## src/apm_pkg.sv

```systemverilog
// Shared types and constants for the absolute pointer report mapper.
// No dependencies; every other file in src refers to it by scoped names.
`default_nettype none

package apm_pkg;

  // Default coordinate width in bits.
  localparam int unsigned COORD_BITS_DEF = 16;

  // Width of the configuration register index.
  localparam int unsigned CFG_ADDR_W = 3;

  // Configuration register indexes.
  typedef enum logic [CFG_ADDR_W-1:0] {
    REG_SCREEN_WIDTH  = 3'd0,
    REG_SCREEN_HEIGHT = 3'd1,
    REG_LOGICAL_MAX_X = 3'd2,
    REG_LOGICAL_MAX_Y = 3'd3,
    REG_OFFSET_X      = 3'd4,
    REG_OFFSET_Y      = 3'd5
  } apm_reg_t;

  // Bit positions in the report state field.
  localparam int unsigned STATE_TIP_BIT   = 0;
  localparam int unsigned STATE_RANGE_BIT = 1;
  localparam int unsigned STATE_W         = 2;

  // Sideband that travels beside the lanes: whether a report is due, and its
  // contact state bits.
  typedef struct packed {
    logic                 valid;
    logic [STATE_W-1:0]   state;
  } apm_side_t;

endpackage : apm_pkg

`default_nettype wire

```

## src/absolute_pointer_report_mapper.sv

```systemverilog
// Top level of the absolute pointer report mapper: configuration registers,
// the x and y lanes and the merging stage. Depends on apm_pkg, apm_lane,
// apm_div and apm_merge.
//
//   Channel   Ports                               Transfer rule
//   -------   ---------------------------------   --------------------------
//   event     start, busy, in_*                   start high and busy low
//   report    out_strobe, out_report_*            out_strobe high, one cycle
//   config    cfg_valid, cfg_ready, cfg_addr,     cfg_valid and cfg_ready
//             cfg_wdata
//
// From its transfer to its report strobe, each event's coordinates pass the
// one-bit-per-stage divider in each lane, plus a clamp, a multiply and an
// output stage. The pipeline takes a new event every cycle, so busy is low.
// Reset (rst_n low, synchronous) clears all configuration registers and
// every in-flight event. The receiver cannot stall: a report is on the
// out_ ports for exactly one cycle. Events with link_up low give no report.
`default_nettype none

module absolute_pointer_report_mapper #(
  parameter int unsigned COORD_BITS = apm_pkg::COORD_BITS_DEF
) (
  input  wire logic                              clk,
  input  wire logic                              rst_n,

  // Event channel.
  input  wire logic                              start,
  output logic                                   busy,
  input  wire logic                              in_operation,
  input  wire logic [COORD_BITS-1:0]             in_coord_x,
  input  wire logic [COORD_BITS-1:0]             in_coord_y,
  input  wire logic                              in_tip_switch,
  input  wire logic                              in_in_range,
  input  wire logic                              in_link_up,

  // Report channel.
  output logic                                   out_strobe,
  output logic [apm_pkg::STATE_W-1:0]            out_report_state,
  output logic [COORD_BITS-1:0]                  out_report_x,
  output logic [COORD_BITS-1:0]                  out_report_y,

  // Configuration channel.
  input  wire logic                              cfg_valid,
  output logic                                   cfg_ready,
  input  wire logic [apm_pkg::CFG_ADDR_W-1:0]    cfg_addr,
  input  wire logic [COORD_BITS-1:0]             cfg_wdata
);

  localparam int unsigned DEPTH   = COORD_BITS + 2;
  localparam int unsigned LATENCY = DEPTH + 1;

  // Configuration registers. The user must change them only while no event
  // is in flight; the block does not enforce it. Lanes read them directly.
  logic [COORD_BITS-1:0] screen_w_r, screen_w_nxt;
  logic [COORD_BITS-1:0] screen_h_r, screen_h_nxt;
  logic [COORD_BITS-1:0] lmax_x_r,   lmax_x_nxt;
  logic [COORD_BITS-1:0] lmax_y_r,   lmax_y_nxt;
  logic [COORD_BITS-1:0] off_x_r,    off_x_nxt;
  logic [COORD_BITS-1:0] off_y_r,    off_y_nxt;

  logic                  accept;
  logic                  cfg_write;
  logic                  scale_en;
  apm_pkg::apm_side_t    side;
  logic [COORD_BITS-1:0] lane_x;
  logic [COORD_BITS-1:0] lane_y;

  // The pipeline never refuses an event or a configuration write.
  assign busy      = 1'b0;
  assign cfg_ready = 1'b1;

  assign accept    = start && !busy;
  assign cfg_write = cfg_valid && cfg_ready;

  // Register writes decode the index; indexes past the list are ignored.
  always_comb begin
    screen_w_nxt = screen_w_r;
    screen_h_nxt = screen_h_r;
    lmax_x_nxt   = lmax_x_r;
    lmax_y_nxt   = lmax_y_r;
    off_x_nxt    = off_x_r;
    off_y_nxt    = off_y_r;
    if (cfg_write) begin
      case (cfg_addr)
        apm_pkg::REG_SCREEN_WIDTH:  screen_w_nxt = cfg_wdata;
        apm_pkg::REG_SCREEN_HEIGHT: screen_h_nxt = cfg_wdata;
        apm_pkg::REG_LOGICAL_MAX_X: lmax_x_nxt   = cfg_wdata;
        apm_pkg::REG_LOGICAL_MAX_Y: lmax_y_nxt   = cfg_wdata;
        apm_pkg::REG_OFFSET_X:      off_x_nxt    = cfg_wdata;
        apm_pkg::REG_OFFSET_Y:      off_y_nxt    = cfg_wdata;
        default: ;
      endcase
    end
  end

  always_ff @(posedge clk) begin
    if (!rst_n) begin
      screen_w_r <= '0;
      screen_h_r <= '0;
      lmax_x_r   <= '0;
      lmax_y_r   <= '0;
      off_x_r    <= '0;
      off_y_r    <= '0;
    end else begin
      screen_w_r <= screen_w_nxt;
      screen_h_r <= screen_h_nxt;
      lmax_x_r   <= lmax_x_nxt;
      lmax_y_r   <= lmax_y_nxt;
      off_x_r    <= off_x_nxt;
      off_y_r    <= off_y_nxt;
    end
  end

  // Pixel scaling needs both screen dimensions; each lane further checks
  // its own divisor and logical max.
  assign scale_en = in_operation && (screen_w_r != '0) && (screen_h_r != '0);

  // A report is due only for a transferred event while the link is up.
  always_comb begin
    side.valid                        = accept && in_link_up;
    side.state[apm_pkg::STATE_TIP_BIT]   = in_tip_switch;
    side.state[apm_pkg::STATE_RANGE_BIT] = in_in_range;
  end

  apm_lane #(
    .COORD_BITS (COORD_BITS)
  ) u_lane_x (
    .clk      (clk),
    .scale_en (scale_en),
    .coord    (in_coord_x),
    .size     (screen_w_r),
    .lmax     (lmax_x_r),
    .offset   (off_x_r),
    .result   (lane_x)
  );

  apm_lane #(
    .COORD_BITS (COORD_BITS)
  ) u_lane_y (
    .clk      (clk),
    .scale_en (scale_en),
    .coord    (in_coord_y),
    .size     (screen_h_r),
    .lmax     (lmax_y_r),
    .offset   (off_y_r),
    .result   (lane_y)
  );

  apm_merge #(
    .COORD_BITS (COORD_BITS),
    .DEPTH      (DEPTH)
  ) u_merge (
    .clk     (clk),
    .rst_n   (rst_n),
    .side_in (side),
    .x_in    (lane_x),
    .y_in    (lane_y),
    .strobe  (out_strobe),
    .state   (out_report_state),
    .x_out   (out_report_x),
    .y_out   (out_report_y)
  );

  // A report strobe always traces back to an event with the link up.
  a_strobe_origin : assert property (@(posedge clk) disable iff (!rst_n)
    out_strobe |-> $past(accept && in_link_up, LATENCY))
    else $error("report strobe without a matching event");

  // The contact state bits travel with their event.
  a_state_align : assert property (@(posedge clk) disable iff (!rst_n)
    out_strobe |-> (out_report_state ==
                    $past({in_in_range, in_tip_switch}, LATENCY)))
    else $error("report state does not match its event");

  // With a nonzero logical max the coordinates never exceed it.
  a_clamp_xy : assert property (@(posedge clk) disable iff (!rst_n)
    out_strobe |-> ((lmax_x_r == '0 || out_report_x <= lmax_x_r) &&
                    (lmax_y_r == '0 || out_report_y <= lmax_y_r)))
    else $error("report coordinate above logical max");

endmodule : absolute_pointer_report_mapper

`default_nettype wire

```

## src/apm_div.sv

```systemverilog
// Pipelined restoring divider, one quotient bit per stage.
// Takes its default width from apm_pkg; instantiated by apm_lane.
`default_nettype none

module apm_div #(
  parameter int unsigned COORD_BITS = apm_pkg::COORD_BITS_DEF
) (
  input  wire logic                      clk,
  input  wire logic [2*COORD_BITS-1:0]   dividend,
  input  wire logic [COORD_BITS-1:0]     divisor,
  output logic      [COORD_BITS-1:0]     quotient
);

  localparam int unsigned CB = COORD_BITS;

  // The caller guarantees dividend < divisor * 2^CB, so the upper half is
  // already a valid partial remainder and the quotient fits in CB bits.
  logic [CB-1:0] rem_r  [CB];
  logic [CB-1:0] lo_r   [CB];
  logic [CB-1:0] quo_r  [CB];
  logic [CB-1:0] dvs_r  [CB];
  logic [CB-1:0] rem_nxt [CB];
  logic [CB-1:0] lo_nxt  [CB];
  logic [CB-1:0] quo_nxt [CB];

  for (genvar s = 0; s < CB; s++) begin : g_stage
    logic [CB-1:0] rem_in;
    logic [CB-1:0] lo_in;
    logic [CB-1:0] quo_in;
    logic [CB-1:0] dvs_in;
    logic [CB:0]   trial;
    logic [CB:0]   diff;
    logic          fits;

    if (s == 0) begin : g_first
      assign rem_in = dividend[2*CB-1:CB];
      assign lo_in  = dividend[CB-1:0];
      assign quo_in = '0;
      assign dvs_in = divisor;
    end else begin : g_next
      assign rem_in = rem_r[s-1];
      assign lo_in  = lo_r[s-1];
      assign quo_in = quo_r[s-1];
      assign dvs_in = dvs_r[s-1];
    end

    assign trial = {rem_in, lo_in[CB-1]};
    assign diff  = trial - {1'b0, dvs_in};
    assign fits  = (trial >= {1'b0, dvs_in});

    always_comb begin
      rem_nxt[s] = fits ? diff[CB-1:0] : trial[CB-1:0];
      lo_nxt[s]  = {lo_in[CB-2:0], 1'b0};
      quo_nxt[s] = {quo_in[CB-2:0], fits};
    end

    always_ff @(posedge clk) begin
      rem_r[s] <= rem_nxt[s];
      lo_r[s]  <= lo_nxt[s];
      quo_r[s] <= quo_nxt[s];
      dvs_r[s] <= dvs_in;
    end
  end

  assign quotient = quo_r[CB-1];

endmodule : apm_div

`default_nettype wire

```

## src/apm_lane.sv

```systemverilog
// One coordinate lane: clamp, multiply, divide, then offset and clamp.
// Depends on apm_pkg for defaults and instantiates apm_div.
`default_nettype none

module apm_lane #(
  parameter int unsigned COORD_BITS = apm_pkg::COORD_BITS_DEF
) (
  input  wire logic                   clk,
  input  wire logic                   scale_en,
  input  wire logic [COORD_BITS-1:0]  coord,
  input  wire logic [COORD_BITS-1:0]  size,
  input  wire logic [COORD_BITS-1:0]  lmax,
  input  wire logic [COORD_BITS-1:0]  offset,
  output logic      [COORD_BITS-1:0]  result
);

  localparam int unsigned CB = COORD_BITS;
  localparam int unsigned SW = COORD_BITS + 2;

  logic [CB-1:0]   span;
  logic            scale;
  logic [CB-1:0]   mul_a_r, mul_a_nxt;
  logic [CB-1:0]   mul_b_r, mul_b_nxt;
  logic [CB-1:0]   dvs_r, dvs_nxt;
  logic [2*CB-1:0] prod_r, prod_nxt;
  logic [CB-1:0]   dvs1_r;
  logic [CB-1:0]   quo;
  logic [SW-1:0]   sum;
  logic            below;
  logic            above;

  assign span  = size - {{(CB-1){1'b0}}, 1'b1};
  assign scale = scale_en && (span != '0) && (lmax != '0);

  // Without scaling the value is divided by one, so it passes unchanged.
  always_comb begin
    if (scale) begin
      mul_a_nxt = (coord > span) ? span : coord;
      mul_b_nxt = lmax;
      dvs_nxt   = span;
    end else begin
      mul_a_nxt = coord;
      mul_b_nxt = {{(CB-1){1'b0}}, 1'b1};
      dvs_nxt   = {{(CB-1){1'b0}}, 1'b1};
    end
  end

  assign prod_nxt = {{CB{1'b0}}, mul_a_r} * {{CB{1'b0}}, mul_b_r};

  always_ff @(posedge clk) begin
    mul_a_r <= mul_a_nxt;
    mul_b_r <= mul_b_nxt;
    dvs_r   <= dvs_nxt;
    prod_r  <= prod_nxt;
    dvs1_r  <= dvs_r;
  end

  apm_div #(
    .COORD_BITS (COORD_BITS)
  ) u_div (
    .clk      (clk),
    .dividend (prod_r),
    .divisor  (dvs1_r),
    .quotient (quo)
  );

  // Signed offset add, then clamp unless the logical max is zero.
  assign sum   = {2'b00, quo} + {{2{offset[CB-1]}}, offset};
  assign below = sum[SW-1];
  assign above = (sum > {2'b00, lmax});

  always_comb begin
    if (lmax == '0) begin
      result = sum[CB-1:0];
    end else if (below) begin
      result = '0;
    end else if (above) begin
      result = lmax;
    end else begin
      result = sum[CB-1:0];
    end
  end

endmodule : apm_lane

`default_nettype wire

```

## src/apm_merge.sv

```systemverilog
// Merging stage: delays the report sideband to match the lanes and
// registers the complete report. Depends on apm_pkg for the sideband type.
`default_nettype none

module apm_merge #(
  parameter int unsigned COORD_BITS = apm_pkg::COORD_BITS_DEF,
  parameter int unsigned DEPTH      = COORD_BITS + 2
) (
  input  wire logic                              clk,
  input  wire logic                              rst_n,
  input  wire apm_pkg::apm_side_t                side_in,
  input  wire logic [COORD_BITS-1:0]             x_in,
  input  wire logic [COORD_BITS-1:0]             y_in,
  output logic                                   strobe,
  output logic [apm_pkg::STATE_W-1:0]            state,
  output logic [COORD_BITS-1:0]                  x_out,
  output logic [COORD_BITS-1:0]                  y_out
);

  apm_pkg::apm_side_t side_r [DEPTH];

  logic                          strobe_r, strobe_nxt;
  logic [apm_pkg::STATE_W-1:0]   state_r;
  logic [COORD_BITS-1:0]         x_r;
  logic [COORD_BITS-1:0]         y_r;

  always_ff @(posedge clk) begin
    if (!rst_n) begin
      for (int i = 0; i < DEPTH; i++) begin
        side_r[i] <= '0;
      end
    end else begin
      side_r[0] <= side_in;
      for (int i = 1; i < DEPTH; i++) begin
        side_r[i] <= side_r[i-1];
      end
    end
  end

  assign strobe_nxt = side_r[DEPTH-1].valid;

  always_ff @(posedge clk) begin
    if (!rst_n) begin
      strobe_r <= 1'b0;
    end else begin
      strobe_r <= strobe_nxt;
    end
  end

  always_ff @(posedge clk) begin
    state_r <= side_r[DEPTH-1].state;
    x_r     <= x_in;
    y_r     <= y_in;
  end

  assign strobe = strobe_r;
  assign state  = state_r;
  assign x_out  = x_r;
  assign y_out  = y_r;

endmodule : apm_merge

`default_nettype wire

```

## config.mk

```make
export PLATFORM = sky130hd
export DESIGN_NAME = absolute_pointer_report_mapper
export DESIGN_NICKNAME = d
export VERILOG_FILES = /design/src/apm_pkg.sv /design/src/absolute_pointer_report_mapper.sv /design/src/apm_div.sv /design/src/apm_lane.sv /design/src/apm_merge.sv
export SDC_FILE = /design/constraint.sdc
export NUM_CORES = 2
export LEC_CHECK = 0
export BUFFER_PORTS_ARGS = -buffer_cell sky130_fd_sc_hd__buf_2
export CAP_MARGIN = 20
export CORE_MARGIN = 2
export CORE_UTILIZATION = 55
export DETAILED_ROUTE_END_ITERATION = 10
export PLACE_DENSITY = 0.76
export SLEW_MARGIN = 20
export SYNTH_ARGS = -nofsm -noshare
export SYNTH_HDL_FRONTEND = slang
export SYNTH_SLANG_ARGS = --single-unit
```

## constraint.sdc

```tcl
create_clock -name clk -period 7 [get_ports clk]
set_input_delay 0.35 -clock clk [delete_from_list [all_inputs] [get_ports clk]]
set_output_delay 0.35 -clock clk [all_outputs]
set_load 0.02 [all_outputs]
```

* Word level (Yosys, flattened, before mapping)
Memories as Yosys holds them, arrays and structs flattened.
Index checks and enable logic that the tools add are counted.
Widths: inputs -> output; s select.
** Word-level totals
- Input bits :: 59
- Bits in registers :: 323
- RAM bits :: 2070
- Word-level logic and storage cells :: 210
- Output and inout bits :: 37
- Memories :: 9
** Memory list
- u_lane_x.u_div.dvs_r :: depth 16, width 16, rd ports 15, clocked after memory_dff 0, wr ports 16, RTL line apm_div.sv:21 : logic [CB-1:0] dvs_r [CB];
- u_lane_x.u_div.quo_r :: depth 16, width 16, rd ports 16, clocked after memory_dff 0, wr ports 16, RTL line apm_div.sv:20 : logic [CB-1:0] quo_r [CB];
- u_lane_x.u_div.rem_r :: depth 16, width 16, rd ports 15, clocked after memory_dff 0, wr ports 16, RTL line apm_div.sv:18 : logic [CB-1:0] rem_r [CB];
- u_lane_y.u_div.dvs_r :: depth 16, width 16, rd ports 15, clocked after memory_dff 0, wr ports 16, RTL line apm_div.sv:21
- u_lane_y.u_div.quo_r :: depth 16, width 16, rd ports 16, clocked after memory_dff 0, wr ports 16, RTL line apm_div.sv:20
- u_lane_y.u_div.rem_r :: depth 16, width 16, rd ports 15, clocked after memory_dff 0, wr ports 16, RTL line apm_div.sv:18
- +3 memories
** Cells by class
- Multiply operators :: 2
- $add $sub $neg :: 36
- Bitwise gates (word level) :: 18
- Mux-type cells :: 62
- Equality and inequality tests :: 5
- Order comparisons :: 36
- Reduce and logical (&&, ||, !) cells :: 22
** Operator list (count)
- $mux 16 :: 42
- $ge 17x16->1 :: 32
- $sub 16x16->16 :: 32
- $reduce_bool 16->1 :: 6
- $mul 16x16->32 :: 2
- $mux 3 :: 18
- $add 17x16->18 :: 2
- $gt 18x16->1 :: 2
- $gt 16x16->1 :: 2
- $logic_not 16->1 :: 2
- $sub 16x1->16 const B :: 2
- $or 1x1->1 :: 18
- $reduce_and 2->1 :: 6
- $logic_and 1x1->1 :: 7
- $eq 3x2->1 const B :: 2
- $eq 3x3->1 const B :: 2
- $eq 3x1->1 const B :: 1
- $logic_not 3->1 :: 1
- $mux 1 :: 2

* Logic depth before layout (Yosys ltp)
- Depth after elaboration :: 6
- Gate-level depth with buffers :: 24
- Mapped depth without buffers :: 23

* Hierarchy
A second synthesis with hierarchy kept.
** Unflattened totals
- Cells, all modules :: 9165
- Area total of the unflattened synthesis :: 90755.8 um2
** By module, submodules not included
- apm_div at u_lane_x.u_div :: instances 1, cells an instance 2858, seq. area each 14734.1 um2, area an instance 29667.2 um2
- apm_div at u_lane_y.u_div :: instances 1, cells an instance 2861, seq. area each 14734.1 um2, area an instance 29238.0 um2
- apm_lane at u_lane_x :: instances 1, cells an instance 1434, seq. area each 1921.8 um2, area an instance 12943.7 um2
- apm_lane at u_lane_y :: instances 1, cells an instance 1416, seq. area each 1921.8 um2, area an instance 12898.6 um2
- absolute_pointer_report_mapper :: instances 1, cells an instance 447, seq. area each 1921.8 um2, area an instance 3788.6 um2
- apm_merge :: instances 1, cells an instance 149, seq. area each 1781.7 um2, area an instance 2219.6 um2

* Worst setup path before layout
OpenSTA, ideal clock, no wires.
- Path kind :: register to register
- Start :: reg u_lane_x.mul_b_r[9]
- End :: reg u_lane_x.prod_r[31]
- Arrival :: 6080 ps
- Setup time :: 120 ps
- Required time :: 6880 ps
- Period minus slack after synthesis :: 6200 ps
- Buffers on the path :: 1
- Path slack :: 800 ps
- Stages on the path, launching flop included :: 22
- Path through :: dfxtp_1 -> clkbuf_1 -> nand2_1 -> fa_1 -> inv_1 -> fa_1 -> fa_1 -> fa_1 -> fa_1 -> inv_1 -> fa_1 -> inv_1 -> ha_1 -> a21oi_1 -> o21ai_0 -> a21boi_0 -> or3_1 -> nand3_1 -> and4_1 -> a2111oi_0 -> a21oi_1 -> xnor2_1
** Between the ends
- Word-level cells in the longest chain between the ends :: 1
** RTL lines
- start, declared :: RTL line apm_lane.sv:23 : logic [CB-1:0] mul_b_r, mul_b_nxt;
- start signal, assigned :: RTL line apm_lane.sv:52 : mul_b_r <= mul_b_nxt;
- $mul 16x16->32 :: RTL line apm_lane.sv:48 : assign prod_nxt = {{CB{1'b0}}, mul_a_r} * {{CB{1'b0}}, mul_b_r};
- net u_lane_x.prod_nxt[31] :: RTL line apm_lane.sv:25 : logic [2*CB-1:0] prod_r, prod_nxt;
- end signal, assigned :: RTL line apm_lane.sv:54 : prod_r <= prod_nxt;
- end, declared :: RTL line apm_lane.sv:25
The timed path passes the listed nets, and every way through them passes these cells.
A chain may end at the register's enable or synchronous reset.

* Worst setup path after layout
- Start :: reg u_lane_y.mul_b_r[1]
- End :: reg u_lane_y.prod_r[31]
** Between the ends
- Word-level cells in the longest chain between the ends :: 1
** RTL lines (RTL line)
- start, declared :: apm_lane.sv:23
- start signal, assigned :: apm_lane.sv:52
- $mul 16x16->32 :: apm_lane.sv:48
- net u_lane_y.prod_nxt[31] :: apm_lane.sv:25
- end signal, assigned :: apm_lane.sv:54
- end, declared :: apm_lane.sv:25
The timed path passes the listed nets, and every way through them passes these cells.

==> reports/summary.json <==
{
  "logic_synthesis": {
    "cell_accounting_for_the_most_synthesized_area": "sky130_fd_sc_hd__dfxtp_1",
    "main_combinational_cell_family_by_area_after_synthesis": "adder cells",
    "dominantRegCellSynth": "sky130_fd_sc_hd__dfxtp_1",
    "postSynthNetCount": 10300,
    "synthMostInstantiatedCell": "sky130_fd_sc_hd__dfxtp_1",
    "synth.cell_area_sq_mm": 0.0890,
    "synthAdderAreaFrac_pct": 21.0,
    "synth.area.top_cells": "sky130_fd_sc_hd__dfxtp_1 42%, sky130_fd_sc_hd__ha_1 12%, sky130_fd_sc_hd__fa_1 9.4%, sky130_fd_sc_hd__inv_1 5.1%, sky130_fd_sc_hd__mux2_2 3.6%",
    "post_synth_xor_area_fraction_pct": 4.48,
    "synth-edff-count": 0,
    "synth-async-reset-ratio_pct": 0,
    "post_synth_mux_area_share_pct": 4.44,
    "netlist_top_cells_count": "1849 x sky130_fd_sc_hd__dfxtp_1, 1208 x sky130_fd_sc_hd__inv_1, 822 x sky130_fd_sc_hd__ha_1, 743 x sky130_fd_sc_hd__nand2_1, 494 x sky130_fd_sc_hd__nor2_1",
    "synth_cells": 8995,
    "synthesis.yosys.warnings": 0,
    "ys_ff_latch": 1849,
    "compound_cell_area_share_of_the_yosys_netlist_pct": 10.3,
    "post_synth.cell_area_avg_sq_um": 9.90,
    "synth_sequential_area_ratio_pct": 41.6,
    "synth.lib_cells_used.distinct": 72,
    "yosys.area.top_type_share_pct": 41.6,
    "synth_simple_gate_area_share_pct": 12.4
  },
  "cts": {
    "tritoncts_num_sinks": 1849,
    "clk_pin_slew_ns": 0.06,
    "cts.path.max_buffers": 3,
    "tritoncts.num_buffers": 182,
    "cts_setup_buffers": 0,
    "cts_root_buf": "sky130_fd_sc_hd__clkbuf_16",
    "h_tree_levels": 4,
    "clock_tree_from_tritoncts": "done",
    "worstSkewPairLatency_ns": 0.81
  },
  "placed_design": {
    "place.detailed.instances": 11200,
    "dp_worst_setup_slack_ns": 0.316,
    "place_congestion": 0.946,
    "port-buffer-count": 93,
    "dp_hpwl_um": 157000
  },
  "sta": {
    "finalHoldViolCount": 0,
    "max_clock_freq_mhz": 151,
    "final_critical_path_setup_slack_ns": 0.364,
    "fin_crit_sh_pct": 94.8,
    "finClkSkew_ns": 0.0481,
    "layout_min_cycle_time_ns": 6.64,
    "relative_slew_margins_pct": 28.0,
    "worstMarginPinSlew_ns": 1.07,
    "finalSetupTns_ns": 0,
    "rsz0062_at_grt": "false",
    "report.final.setup_viol": 0,
    "slew_viol_final": 0
  },
  "global_routing": {
    "gr-total-overflow": 0,
    "grt_pass1_wl_um": 324000,
    "grt_max_degree": 112,
    "via_count_of_the_first_global_routing_pass": 62900,
    "total_routing_usage_gr_pct": 24.5,
    "initial_antenna_violation_count": 9
  },
  "layout": {
    "proportion_of_layout_cells_with_a_drive_suffix_above_1_pct": 8.93,
    "post-route-util_pct": 61.8,
    "ff_latch_area_sq_mm": 0.0370,
    "filler_cell_count": 12900,
    "multi_input_comb_area_sq_mm": 0.0469,
    "total_nets_final": 10500,
    "area_growth_pct": 11.5,
    "layout.cells.non_filler": 11500
  },
  "power_and_ir_drop": {
    "sequentialPowerShare_pct": 34.4,
    "vdd_drop_max_uv": 306,
    "power_leakage_nw": 43.1,
    "power_frac_comb_pct": 41.0,
    "clkPwrFrac_pct": 24.5,
    "switching_share_pct": 34.8,
    "powerDensity_mw_per_mm2": 427,
    "internal_pwr_total_mw": 27.6,
    "net_switching_component_of_the_power_mw": 14.8
  },
  "routing": {
    "vias": 61700,
    "drc_errors": 0,
    "finalWirelength_um": 201000,
    "final_antenna_net_count": 0,
    "drt-initial-drc-count": 4360,
    "viasPerCell": 5.34,
    "first_pass_iters": 6,
    "routed_wire_length_per_instance_um": 17.4
  },
  "setup_path": {
    "crit_path_max_incr_delay_ns": 0.60,
    "cp_common_cell": "sky130_fd_sc_hd__fa_1",
    "cp_max_fo": 9,
    "required_ns": 7.71,
    "crit_slowest_cell": "sky130_fd_sc_hd__dfxtp_1",
    "timing.critical_path.from_type": "flop",
    "cp_cell_sequence": "buf_4 > nand2_1 > fa_1 > fa_1 > fa_1 > inv_1 > fa_1 > fa_1 > inv_1 > fa_1 > inv_1 > ha_1 > and3_1 > a221oi_1 > nand2_1 > a21oi_1 > o21bai_1 > a2111oi_0 > buf_4 > o31ai_1 > a21oi_1 > xnor2_1",
    "crit_type": "reg2reg",
    "crit_end_element": "flop",
    "worst_ep_arrival_time_ns": 7.35
  },
  "die": {
    "die_w_um": 406,
    "top_level_ports": 96,
    "initial_core_util_pct": 55.4,
    "die_area_sq_mm": 0.165,
    "floorplan.die.height_um": 406,
    "floorplan.rows": 147,
    "design.core.area_sq_mm": 0.161
  },
  "run": {
    "cap_viol_max_count": 0
  },
  "outcome": {
    "outcome": "completed"
  },
  "min_path": {
    "hold_path_class": "in2reg"
  }
}
==> cell type report <==
class	instances	share of cell area, %
multi-input cells	5772	47.2
flip-flops and latches	1849	37.3
clock buffers	236	5.14
inverters	1208	4.57
well taps	2160	2.72
repair buffers	224	1.60
clock inverters	99	1.46
diodes	1	0.00252
==> path summary, 6_finish.rpt <==
path	start	to	slack, ns	cells past startpoint
setup / recovery	u_lane_y.mul_b_r[1]$_SDFF_PN0_	u_lane_y.prod_r[31]$_DFF_P_	0.36	22
hold / removal	cfg_addr[0]	lmax_x_r[13]$_SDFFE_PN0P_	0.06	4
setup reg to reg	u_lane_y.mul_b_r[1]$_SDFF_PN0_	u_lane_y.prod_r[31]$_DFF_P_	0.36	22
hold reg to reg	u_lane_y.prod_r[10]$_DFF_P_	u_lane_y.u_div.lo_r[0][10]$_DFF_P_	0.30	0
==> stage by stage <==
stage,hold WS (ns),total power [mW],area [sq um]
after floorplan,0.310,27.8,89000
after global placement,0.310,31.1,92100
after detailed placement,0.312,31.8,92100
after CTS,0.0912,42.5,99200
after global routing,0.0653,45.2,99300
final,0.0589,42.4,99300
==> registers in the layout, indices dropped and copies added, names as in the netlist, 32 cells and up <==
register and count:
u_lane_x.u_div.dvs_r 240, u_lane_y.u_div.dvs_r 240, u_lane_y.prod_r 32, u_lane_y.u_div.rem_r 240, u_lane_x.u_div.lo_r 120, u_lane_y.u_div.quo_r 136, u_lane_y.u_div.lo_r 120, u_lane_x.u_div.quo_r 136
u_merge.side_r 54, u_lane_x.u_div.rem_r 240, u_lane_x.prod_r 32
==> per-layer routing <==
layer | GRT usage, % | up-vias | wire length (um)
met3 | 3.78 | 380 | 10300
met5 | 0 | - | 48
met4 | 8.48 | 8 | 6880
met2 | 42.1 | 1504 | 95200
li1 | - | 30300 | -
met1 | 31.4 | 29500 | 88800
==> critical path, delay by kind of cell (launching register included) <==
kind | cells | cell delay (ns)
adder cells (fa/ha/maj) | 7 | 3.36
AND/OR/NAND/NOR | 3 | 0.33
flip-flops | 1 | 0.60
XOR/XNOR | 1 | 0.14
AO/OA/AOI/OAI | 6 | 1.57
buffers and inverters | 5 | 0.56
==> cell families (layout without fill, tap and decap cells) <==
group / Yosys count / after routing
compound gates: 1433 / 1433
xor+xnor: 455 / 455
fa+ha+maj: 1242 / 1242
buf+inv: 1374 / 1767
simple gates: 2280 / 2280
flops: 1849 / 1849
other cells: 2 / 3
mux: 360 / 360
==> power groups by stage <==
stage                     sequential, mW  combinational (mW)  clock (mW)
after CTS                           14.6                17.2        10.6
after global placement              14.7                16.4           0
after global routing                14.8                19.3        11.0
after detailed placement            14.8                17.0           0
after floorplan                     14.4                13.5           0
final                               14.6                17.4        10.4
==> layout by cell type, fill, tap and decap left out, types with 156 or more instances in the layout <==
cell                        Yosys  routed
sky130_fd_sc_hd__nand2_1      743     743
sky130_fd_sc_hd__ha_1         822     822
sky130_fd_sc_hd__a21oi_1      430     429
sky130_fd_sc_hd__mux2_2       281     281
sky130_fd_sc_hd__o21ai_0      276     276
sky130_fd_sc_hd__and2_1       302     302
sky130_fd_sc_hd__nor2_1       494     493
sky130_fd_sc_hd__a21o_1       160     160
sky130_fd_sc_hd__fa_1         420     420
sky130_fd_sc_hd__clkbuf_16      0     185
sky130_fd_sc_hd__nor3_1       156     156
sky130_fd_sc_hd__dfxtp_1     1849    1830
sky130_fd_sc_hd__xnor2_1      328     328
sky130_fd_sc_hd__inv_1       1208    1208
==> what timing repair did <==
item,in CTS,in global routing
hold buffers,54,0
gates resized for setup,0,20
endpoints found under the setup margin,0,3
endpoints found under the hold margin,131,0
No activity file was read; power rests on OpenSTA's default activity.
